## config.mk

```make
export PLATFORM = sky130hd
export DESIGN_NAME = tvx_front
export DESIGN_NICKNAME = d
export VERILOG_FILES = /design/src/design/tvx_pkg.sv /design/src/design/tvx_front.sv
export SDC_FILE = /design/constraint.sdc
export NUM_CORES = 1
export LEC_CHECK = 0
export BUFFER_PORTS_ARGS = -buffer_cell sky130_fd_sc_hd__buf_2
export CAP_MARGIN = 20
export CORE_MARGIN = 3
export CORE_UTILIZATION = 22
export DETAILED_ROUTE_END_ITERATION = 8
export PLACE_DENSITY_LB_ADDON = 0.15
export SYNTH_ARGS = -nofsm -noshare
export SYNTH_HDL_FRONTEND = slang
export SYNTH_SLANG_ARGS = --single-unit
```

## constraint.sdc

```tcl
create_clock -name vclk -period 1.4
set_clock_uncertainty 0.2 [all_clocks]
set_input_delay 0.28 -clock vclk [all_inputs]
set_output_delay 0.28 -clock vclk [all_outputs]
set_load 0.03 [all_outputs]
```

## src/design/tvx_pkg.sv

```systemverilog
// Shared types and constants for the toy VM instruction execute block.
// Used by tvx_front, tvx_queue, tvx_back and the top level.
package tvx_pkg;

  localparam int REG_COUNT   = 16;
  localparam int MEM_BYTES   = 4096;
  localparam int INSTR_BYTES = 9;

  localparam int REG_AW = $clog2(REG_COUNT);
  localparam int MEM_AW = $clog2(MEM_BYTES);

  // decoded-word queue between front and back; depth must be a power of two
  localparam int QDEPTH = 2;
  localparam int QAW    = $clog2(QDEPTH);
  localparam int QCW    = $clog2(QDEPTH + 1);

  localparam logic [REG_AW-1:0] REG_PC  = REG_AW'(0);
  localparam logic [REG_AW-1:0] REG_ACC = REG_AW'(1);
  localparam logic [REG_AW-1:0] REG_B   = REG_AW'(2);

  localparam logic [7:0] OPC_NUL = 8'd0;
  localparam logic [7:0] OPC_ADD = 8'd1;
  localparam logic [7:0] OPC_INV = 8'd2;
  localparam logic [7:0] OPC_OR  = 8'd3;
  localparam logic [7:0] OPC_AND = 8'd4;
  localparam logic [7:0] OPC_SL  = 8'd5;
  localparam logic [7:0] OPC_SR  = 8'd6;
  localparam logic [7:0] OPC_LT  = 8'd7;
  localparam logic [7:0] OPC_JMP = 8'd8;
  localparam logic [7:0] OPC_CJP = 8'd9;
  localparam logic [7:0] OPC_SET = 8'd10;
  localparam logic [7:0] OPC_MV  = 8'd11;
  localparam logic [7:0] OPC_LD  = 8'd12;
  localparam logic [7:0] OPC_STR = 8'd13;
  localparam logic [7:0] OPC_HLT = 8'd14;

  localparam logic [2:0] ST_ADVANCED  = 3'd0;
  localparam logic [2:0] ST_JUMPED    = 3'd1;
  localparam logic [2:0] ST_HALTED    = 3'd2;
  localparam logic [2:0] ST_NULL      = 3'd3;
  localparam logic [2:0] ST_UNKNOWN   = 3'd4;
  localparam logic [2:0] ST_BAD_INDEX = 3'd5;
  localparam logic [2:0] ST_PC_BEYOND = 3'd6;

  typedef enum logic [3:0] {
    OP_NUL, OP_ADD, OP_INV, OP_OR, OP_AND, OP_SL, OP_SR, OP_LT,
    OP_JMP, OP_CJP, OP_SET, OP_MV, OP_LD, OP_STR, OP_HLT, OP_UNK
  } op_t;

  typedef enum logic [1:0] {
    BK_CLEAR, BK_RUN, BK_LOAD
  } bk_state_t;

  typedef struct packed {
    logic [7:0]  opcode;
    logic [31:0] operand_x;
    logic [31:0] operand_y;
  } in_word_t;

  typedef struct packed {
    logic [2:0]  status;
    logic [31:0] next_pc;
    logic [31:0] accumulator;
  } out_word_t;

  typedef struct packed {
    op_t               op;
    logic              bad;
    logic [REG_AW-1:0] rx;
    logic [REG_AW-1:0] ry;
    logic [MEM_AW-1:0] maddr;
    logic [31:0]       imm;
  } dec_t;

  typedef struct packed {
    logic valid;
    dec_t word;
  } q_head_t;

endpackage

```

## src/design/tvx_front.sv

```systemverilog
// Front end: takes input words, decodes the opcode and range-checks operands.
// Depends on tvx_pkg; feeds tvx_queue.
module tvx_front import tvx_pkg::*; (
  input  logic     clk,
  input  logic     rst_n,
  input  logic     in_valid,
  output logic     in_stall,
  input  in_word_t in_data,
  input  logic     busy,
  input  logic     q_full,
  output logic     push,
  output dec_t     push_word
);

  logic x_reg_bad;
  logic y_reg_bad;
  logic x_mem_bad;
  logic seen_r;
  logic seen_nxt;

  assign in_stall = busy || q_full;
  assign push     = in_valid && !in_stall;

  assign x_reg_bad = in_data.operand_x >= 32'(REG_COUNT);
  assign y_reg_bad = in_data.operand_y >= 32'(REG_COUNT);
  assign x_mem_bad = in_data.operand_x >= 32'(MEM_BYTES);

  always_comb begin
    push_word.rx    = in_data.operand_x[REG_AW-1:0];
    push_word.ry    = in_data.operand_y[REG_AW-1:0];
    push_word.maddr = in_data.operand_x[MEM_AW-1:0];
    push_word.imm   = in_data.operand_y;
    push_word.bad   = 1'b0;
    case (in_data.opcode)
      OPC_NUL: push_word.op = OP_NUL;
      OPC_ADD: push_word.op = OP_ADD;
      OPC_INV: push_word.op = OP_INV;
      OPC_OR:  push_word.op = OP_OR;
      OPC_AND: push_word.op = OP_AND;
      OPC_SL:  push_word.op = OP_SL;
      OPC_SR:  push_word.op = OP_SR;
      OPC_LT:  push_word.op = OP_LT;
      OPC_JMP: push_word.op = OP_JMP;
      OPC_CJP: push_word.op = OP_CJP;
      OPC_SET: begin
        push_word.op  = OP_SET;
        push_word.bad = x_reg_bad;
      end
      OPC_MV: begin
        push_word.op  = OP_MV;
        push_word.bad = x_reg_bad || y_reg_bad;
      end
      OPC_LD: begin
        push_word.op  = OP_LD;
        push_word.bad = x_mem_bad;
      end
      OPC_STR: begin
        push_word.op  = OP_STR;
        push_word.bad = x_mem_bad;
      end
      OPC_HLT: push_word.op = OP_HLT;
      default: push_word.op = OP_UNK;
    endcase
  end

  // sticky flag: a word has entered since reset
  assign seen_nxt = seen_r || push;

  always_ff @(posedge clk) begin
    if (!rst_n) begin
      seen_r <= 1'b0;
    end else begin
      seen_r <= seen_nxt;
    end
  end

  a_no_push_while_busy: assert property (@(posedge clk) disable iff (!rst_n)
    busy |-> !push)
    else $error("word taken during memory clear");

endmodule

```

==> key figures <==
Place
  – Placed cell areas: 847 µm²
  – Placed Instances: roughly 180
  – DPL Wire Length: 1.87 mm
  – I/O Buffers: 110
  – Placer Congestion: 0.615

Floorplanning
  – Cell Rows: 18
  – Die area: 0.00344 mm²
  – # IOs: 136
  – Starting Density: 23.8%
  – Die Ht: about 59 µm
  – Core area: 0.00257 mm²
  – Die W: 58.7 µm

Yosys
  – Netlist cell types: 15
  – Post-Syn Nets: 162
  – Cell count after synthesis: 85
  – Post-synthesis sequential area ratio: 0%
  – Top cells by area, synth: buf_4 (64%), nor4_1 (14%), or2b_1 (4.9%), nor4_4 (3.5%), nand3_1 (2.5%)
  – Cell Area, Synth: 611 µm²
  – Mean Syn Cell Area: ~7.2 µm²
  – Yosys warnings: 0
  – Cell taking the most area after synthesis: buf_4
  – Synth top area share: 63.9%

STA
  – Post-layout min period: around 1.8 ns
  – Final period util: 128%
  – RSZ-0062 raised after global routing: yes
  – Max-slew headroom: 81.3%
  – Least-Margin Pin Slew: 0.281 ns
  – Hold Vio Cnt, Final: 0
  – F_max: roughly 0.56 GHz
  – Slew Viols, Final: 0
  – # setup viols final: 5
  – Final worst slack: -0.388 ns
  – Hold Slack: approximately 0.36 ns

Status
  – Outcome: finished with violations
  – Failing checks: negative setup slack

Power and ir drop
  – Static leakage: 0.000526 µW
  – Worst VDD drop: 0.192 mV
  – PwrDens: around 340 mW/mm²

Detailed routing
  – Final WL: 2.22 mm
  – Post-route DRC: 0
  – Post-route ant nets: 0
  – Drt first pass iters: 2
  – Vias/cell: 4.23
  – DR vias: 741
  – WL per Instance: 12.7 µm
  – First DRT Iteration DRCs: 8

Layout
  – CLK BUF: 0
  – Layout cells sized above 1: roughly nine tenths
  – Core Util, Final: 40.4%
  – Final nets: 224
  – FF/Latch Area: 0 µm²
  – # diodes: 0
  – Seq cells: 0
  – Non-Filler Instances: 175
  – Fin area: 0.00104 mm²
  – Area Growth Syn to Fin: 69.9%

Global route
  – GR Util All Layers: 9.56%
  – Largest net degree at the start of global routing: 6
  – First-pass GRT wire length: 2.73 mm
  – Initial antenna violation count: 0
  – Grt total ovfl: 0
  – Vias in the first global route: around 680

Worst setup path
  – WP data required: 0.92 ns
  – Setup Crit Path Kind: input port to primary output
  – Setup crit end kind: primary output
  – Crit path arrival time: 1.31 ns
  – CP Launch Type: input port
  – CP Max Fanout: 2

Clock tree
  – CTS Hold Bufs: 0
  – Postcts setup bufs: 0

Run
  – Max_cap viols: 0

Hold path
  – Worst min path class: input port to primary output
-- cell families (layout without fill, tap and decap cells) --
group	Yosys count	in the layout	synth area share (%)
buf+inv	53	113	64.5
simple gates	28	28	30.7
compound gates	3	3	3.28
xor+xnor	1	1	1.43
-- critical path: stages --
cell and delay, ns:
buf_6 0.10, nor4_4 0.27, and4b_2 0.29, a211oi_2 0.09, o21ai_4 0.13, buf_6 0.14
-- power breakdown --
group	switching, µW	leakage [µW]	internal [µW]
Combinational	211	0.000526	146
Sequential	0	0	0
Clock	0	0	0
Total	211	0.000526	146
-- per-stage QoR --
step           TNS, ns  power, µW  setup slack, ns
2_1_floorplan   -0.388        308           -0.244
3_3_place_gp     -1.69        312           -0.457
3_5_place_dp     -1.72        314           -0.484
4_1_cts          -1.48        326           -0.409
5_1_grt          -1.64        379           -0.423
6_report         -1.47        357           -0.388
-- Yosys cell counts --
master,number
buf_4,52
nor4_1,14
or2b_1,4
nand3_1,3
nand2_1,2
a211oi_1,1
and4b_1,1
inv_1,1
nand4_1,1
nor2_1,1
nor4_4,1
o211ai_1,1
o21ai_1,1
or2_2,1
xor2_1,1
-- final cells by class --
| cell class | instances | area, µm² |
|---|---|---|
| tap | 30 | 37.5 |
| multi-input combinational | 32 | 337 |
| fill | 291 | 1530 |
| inverter | 1 | 3.75 |
| timing repair buffer | 112 | 659 |
-- timing repair --
item	in CTS	in global routing
pin swaps	2	10
gates resized for setup	16	24
endpoints found under the setup margin	6	6
-- metal layers --
| layer | vias to the layer above | global-route usage [%] | wire length, µm |
|---|---|---|---|
| li1 | 366 | - | - |
| met1 | 327 | 8.52 | 575 |
| met2 | 48 | 22.0 | 1350 |
| met3 | 0 | 1.10 | 287 |
| met4 | 0 | 1.29 | 0 |
| met5 | - | 0 | 0 |
-- cell usage in the layout, fill, tap and decap left out --
cell type   n
o21ai_4     1
nor4_1      2
nand2_1     2
buf_4       2
or2_4       1
inv_1       1
and4b_2     1
nor2_4      1
nor4_4      3
buf_2      95
xor2_1      1
nand4_1     1
nor4_2     10
a211oi_2    1
o211ai_1    1
buf_6      15
or2b_1      4
nand3_1     3
-- worst paths after layout --
check / cells after the start / slack [ns] / to / start
worst max-delay path: 6 / -0.39 / push_word[52] / in_data[68]
worst min-delay path: 0 / 0.36 / push_word[33] / in_data[33]
Power figures use the tool's default switching activity.
