===== config.mk =====
export PLATFORM = sky130hd
export DESIGN_NAME = tvx_queue
export DESIGN_NICKNAME = d
export VERILOG_FILES = /design/src/design/tvx_pkg.sv /design/src/design/tvx_queue.sv
export SDC_FILE = /design/constraint.sdc
export NUM_CORES = 1
export LEC_CHECK = 0
export BUFFER_PORTS_ARGS = -buffer_cell sky130_fd_sc_hd__buf_2
export CAP_MARGIN = 20
export CORE_UTILIZATION = 46
export CTS_CLUSTER_SIZE = 8
export DETAILED_ROUTE_END_ITERATION = 6
export GPL_ROUTABILITY_DRIVEN = 0
export PLACE_DENSITY = 0.74
export RECOVER_POWER = 50
export SYNTH_ARGS = -nofsm -noshare
export SYNTH_HDL_FRONTEND = slang
export SYNTH_SLANG_ARGS = --single-unit

===== constraint.sdc =====
create_clock -name clk -period 3.3 [get_ports clk]
set_input_delay 0.165 -clock clk [delete_from_list [all_inputs] [get_ports clk]]
set_output_delay 0.165 -clock clk [all_outputs]
set_load 0.05 [all_outputs]

===== src/design/tvx_pkg.sv =====
// Shared types and constants for the toy VM instruction execute block.
// Used by tvx_front, tvx_queue, tvx_back and the top level.
package tvx_pkg;

  localparam int REG_COUNT   = 16;
  localparam int MEM_BYTES   = 4096;
  localparam int INSTR_BYTES = 9;

  localparam int REG_AW = $clog2(REG_COUNT);
  localparam int MEM_AW = $clog2(MEM_BYTES);

  // decoded-word queue between front and back; depth must be a power of two
  localparam int QDEPTH = 2;
  localparam int QAW    = $clog2(QDEPTH);
  localparam int QCW    = $clog2(QDEPTH + 1);

  localparam logic [REG_AW-1:0] REG_PC  = REG_AW'(0);
  localparam logic [REG_AW-1:0] REG_ACC = REG_AW'(1);
  localparam logic [REG_AW-1:0] REG_B   = REG_AW'(2);

  localparam logic [7:0] OPC_NUL = 8'd0;
  localparam logic [7:0] OPC_ADD = 8'd1;
  localparam logic [7:0] OPC_INV = 8'd2;
  localparam logic [7:0] OPC_OR  = 8'd3;
  localparam logic [7:0] OPC_AND = 8'd4;
  localparam logic [7:0] OPC_SL  = 8'd5;
  localparam logic [7:0] OPC_SR  = 8'd6;
  localparam logic [7:0] OPC_LT  = 8'd7;
  localparam logic [7:0] OPC_JMP = 8'd8;
  localparam logic [7:0] OPC_CJP = 8'd9;
  localparam logic [7:0] OPC_SET = 8'd10;
  localparam logic [7:0] OPC_MV  = 8'd11;
  localparam logic [7:0] OPC_LD  = 8'd12;
  localparam logic [7:0] OPC_STR = 8'd13;
  localparam logic [7:0] OPC_HLT = 8'd14;

  localparam logic [2:0] ST_ADVANCED  = 3'd0;
  localparam logic [2:0] ST_JUMPED    = 3'd1;
  localparam logic [2:0] ST_HALTED    = 3'd2;
  localparam logic [2:0] ST_NULL      = 3'd3;
  localparam logic [2:0] ST_UNKNOWN   = 3'd4;
  localparam logic [2:0] ST_BAD_INDEX = 3'd5;
  localparam logic [2:0] ST_PC_BEYOND = 3'd6;

  typedef enum logic [3:0] {
    OP_NUL, OP_ADD, OP_INV, OP_OR, OP_AND, OP_SL, OP_SR, OP_LT,
    OP_JMP, OP_CJP, OP_SET, OP_MV, OP_LD, OP_STR, OP_HLT, OP_UNK
  } op_t;

  typedef enum logic [1:0] {
    BK_CLEAR, BK_RUN, BK_LOAD
  } bk_state_t;

  typedef struct packed {
    logic [7:0]  opcode;
    logic [31:0] operand_x;
    logic [31:0] operand_y;
  } in_word_t;

  typedef struct packed {
    logic [2:0]  status;
    logic [31:0] next_pc;
    logic [31:0] accumulator;
  } out_word_t;

  typedef struct packed {
    op_t               op;
    logic              bad;
    logic [REG_AW-1:0] rx;
    logic [REG_AW-1:0] ry;
    logic [MEM_AW-1:0] maddr;
    logic [31:0]       imm;
  } dec_t;

  typedef struct packed {
    logic valid;
    dec_t word;
  } q_head_t;

endpackage


===== src/design/tvx_queue.sv =====
// Short FIFO of decoded words between front and back ends.
// Depends on tvx_pkg.
module tvx_queue import tvx_pkg::*; (
  input  logic    clk,
  input  logic    rst_n,
  input  logic    push,
  input  dec_t    push_word,
  output logic    full,
  input  logic    pop,
  output q_head_t head
);

  dec_t           buf_r [QDEPTH];
  logic [QAW-1:0] wr_ptr_r, wr_ptr_nxt;
  logic [QAW-1:0] rd_ptr_r, rd_ptr_nxt;
  logic [QCW-1:0] cnt_r, cnt_nxt;

  assign full       = cnt_r == QCW'(QDEPTH);
  assign head.valid = cnt_r != '0;
  assign head.word  = buf_r[rd_ptr_r];

  always_comb begin
    wr_ptr_nxt = push ? wr_ptr_r + 1'b1 : wr_ptr_r;
    rd_ptr_nxt = pop ? rd_ptr_r + 1'b1 : rd_ptr_r;
    cnt_nxt    = cnt_r;
    if (push && !pop) begin
      cnt_nxt = cnt_r + 1'b1;
    end else if (pop && !push) begin
      cnt_nxt = cnt_r - 1'b1;
    end
  end

  always_ff @(posedge clk) begin
    if (!rst_n) begin
      wr_ptr_r <= '0;
      rd_ptr_r <= '0;
      cnt_r    <= '0;
    end else begin
      wr_ptr_r <= wr_ptr_nxt;
      rd_ptr_r <= rd_ptr_nxt;
      cnt_r    <= cnt_nxt;
    end
  end

  always_ff @(posedge clk) begin
    if (push) begin
      buf_r[wr_ptr_r] <= push_word;
    end
  end

  a_no_underflow: assert property (@(posedge clk) disable iff (!rst_n)
    pop |-> cnt_r != '0)
    else $error("queue pop while empty");

  a_no_overflow: assert property (@(posedge clk) disable iff (!rst_n)
    push |-> (cnt_r != QCW'(QDEPTH) || pop))
    else $error("queue push while full");

endmodule


==> flow_summary.json <==
{
  "status": "finished, violations left",
  "violations": "max-capacitance violations, max-slew violations",
  "ys_seq_area_frac": 0.8122,
  "period_minus_slack_ns": 2.281,
  "ys.warnings.count": 0,
  "clk_path_buf_depth": 2,
  "viasPerCell": 4.816,
  "grt_remaining_overflow": 0,
  "drtAntennaViolNets": 0,
  "synth_cells": 199,
  "period_share": 0.6912,
  "placed_area_um2": 5079,
  "p_clk_frac": 0.419,
  "reg2reg_depth": 2,
  "swShare": 0.2480,
  "clk_pin_slew_ns": 0.05,
  "setup_ws_ns": 1.019,
  "totalNegativeSetupSlack_ns": 0,
  "die_h_um": 99.11,
  "drt_iter0_markers": 38,
  "die_area_um2": 9823,
  "synth_area_um2": 4338,
  "skew_ns": 0.007212,
  "pin_count": 120,
  "grt_setup_unrepaired": "false",
  "synth_area_leaders": "edfxtp_1 79%, mux2_2 15%, dfxtp_1 2.3%",
  "total_power_mw": 4.110,
  "powerDensity_nw_per_um2": 666.8,
  "grt_pass1_wl_um": 12360,
  "port_buffers": 119,
  "cp-end-kind": "output port",
  "numCtsBuffers": 17,
  "r2r_slack_ns": 1.30,
  "setup_viol": 0,
  "wl_um": 7657,
  "clock-root-buffer": "clkbuf_8",
  "reg2reg_to": "buf_r[0][48]$_DFFE_PP_",
  "cts_resized": 0,
  "p_int_mw": 3.090,
  "p_leak_nw": 2.306,
  "post-route-drc-count": 0,
  "slew-limit-headroom": -0.02913,
  "cp-start-kind": "flip-flop",
  "final_area_um2": 6163,
  "insertion_delay_ns": 0.50,
  "postSynthAreaPerCell_um2": 21.80,
  "yosysUniqueCellTypes": 18,
  "route.detailed.wl_per_inst_um": 14.84,
  "drive_gt1_frac": 0.4370,
  "h-tree-depth": 4,
  "worstMarginPinSlew_ns": 1.544,
  "ir_drop_mv": 0.4000,
  "fin_nets": 454,
  "maxCapViolCount": 1,
  "final_common_cell": "edfxtp_1",
  "synthesis.nets": 261,
  "clock-sinks": 119,
  "hold_class": "input pin to flip-flop",
  "layout_common_cells": "114 x edfxtp_1, 83 x buf_2, 58 x dlygate4sd3_1",
  "min_from": "push",
  "netlist.top_cell.by_area": "edfxtp_1",
  "crit_type": "flip-flop to output port",
  "seqPwrFrac": 0.433,
  "grt_max_degree": 59,
  "comb_power_share": 0.148,
  "slew_viol_final": 59,
  "switchingPower_mw": 1.019,
  "final_hold_viol_count": 0,
  "initial_core_util": 0.4717,
  "holdPathEnd": "wr_ptr_r$_SDFFE_PN0P_",
  "holdWs_ns": 0.03196,
  "crit_required_ns": 3.13,
  "whs_path_depth": 3,
  "antenna_found_initial": 0,
  "syn_to_final_growth_pct": 42.08,
  "place_ws_ns": 1.516,
  "synth_seq_cells": 119,
  "cts_tree": "yes",
  "dp_hpwl_um": 4245,
  "core_area_um2": 9196,
  "synth.top_cell.area_share": 0.7892,
  "groute.usage.overall": 0.1707,
  "worstPathArrival_ns": 2.12,
  "die_x_um": 99.11,
  "grt_pass1_vias": 2635,
  "antenna_cells": 0,
  "firstDrtPassIters": 4,
  "crit_fanout": 33,
  "timing.rr.start": "wr_ptr_r$_SDFFE_PN0P_",
  "max_clock_freq_ghz": 0.4384,
  "vias": 2485,
  "rows": 35
}
==> power by group through the flow <==
stage               Sequential (mW)  Clock [mW]  Combinational [mW]
floorplan                      1.79           0               0.440
global placement               1.80           0               0.560
detailed placement             1.81           0               0.564
CTS                            1.78        1.77               0.620
global route                   1.79        1.84               0.641
finish                         1.78        1.72               0.608
==> Yosys cell counts <==
master	number
o21a_1	1
inv_1	1
xor2_1	2
buf_6	3
mux2_2	57
and2_1	4
buf_4	1
nor2b_1	2
and2b_2	1
or2_2	1
buf_2	2
xnor2_1	1
dfxtp_1	5
edfxtp_1	114
or3_1	1
a21boi_1	1
o21ai_0	1
ha_1	1
==> what timing repair did <==
item / CTS / global route
endpoints found under the hold margin: 119 / 0
setup buffers: 0 / 0
hold buffers: 58 / 0
==> metrics by stage <==
stage / util / instances
floorplan: - / 199
global placement: 0.5522 / 426
detailed placement: 0.5522 / 426
CTS: 0.6763 / 516
global route: 0.6702 / 516
finish: 0.6702 / 516
==> cells by family (layout without fill, tap and decap cells) <==
logic type                 Yosys count  in the layout  synth area share
AOI/OAI and AO/OA                    3              3          0.004615
and+or+nand+nor                      9              9           0.01356
DFF                                119            119            0.8122
xor gates and xnor gates             3              3          0.006058
muxes                               57             57            0.1480
adders and majority gates            1              1          0.002884
buffers and inverters                7            213           0.01269
==> critical path: stages (launching register included) <==
cell     delay (ns)
dfxtp_2        0.72
buf_12         0.30
mux2_2         0.37
buf_2          0.22
==> area by class of cell <==
type | instances | area [um^2]
clock inverter | 11 | 131.4
clock buffer | 21 | 429.2
sequential | 119 | 3525
tap | 111 | 138.9
fill | 635 | 3033
inverter | 1 | 3.754
multi-input combinational | 73 | 768.2
timing repair buffer | 180 | 1167
==> layer usage <==
| metal | GRT usage | part of all wire | up-vias |
|---|---|---|---|
| li1 | - | - | 1170 |
| met1 | 0.1884 | 0.41 | 1223 |
| met2 | 0.3012 | 0.53 | 84 |
| met3 | 0.06606 | 0.050 | 8 |
| met4 | 0.06109 | 0.0086 | 0 |
| met5 | 0 | 0 | - |
==> registers in the layout, indices dropped and copies added, names as in the netlist, named ones only <==
register,count
buf_r,114
cnt_r,2
rd_ptr_r,1
wr_ptr_r,1
==> worst max-delay path by stage <==
stage | start | depth (start not counted) | slack [ns] | to
final | flip-flop | 3 | 1.02 | head[24]
after global routing | flip-flop | 3 | 0.90 | head[22]
after CTS | flip-flop | 3 | 0.97 | head[24]
after detailed placement | flip-flop | 3 | 1.52 | head[24]
after global placement | flip-flop | 3 | 1.51 | head[24]
after floorplan | wr_ptr_r$_SDFFE_PN0P_ | 1 | 1.06 | buf_r[0][0]$_DFFE_PP_
Note: power is estimated with default switching activity, not from simulation.
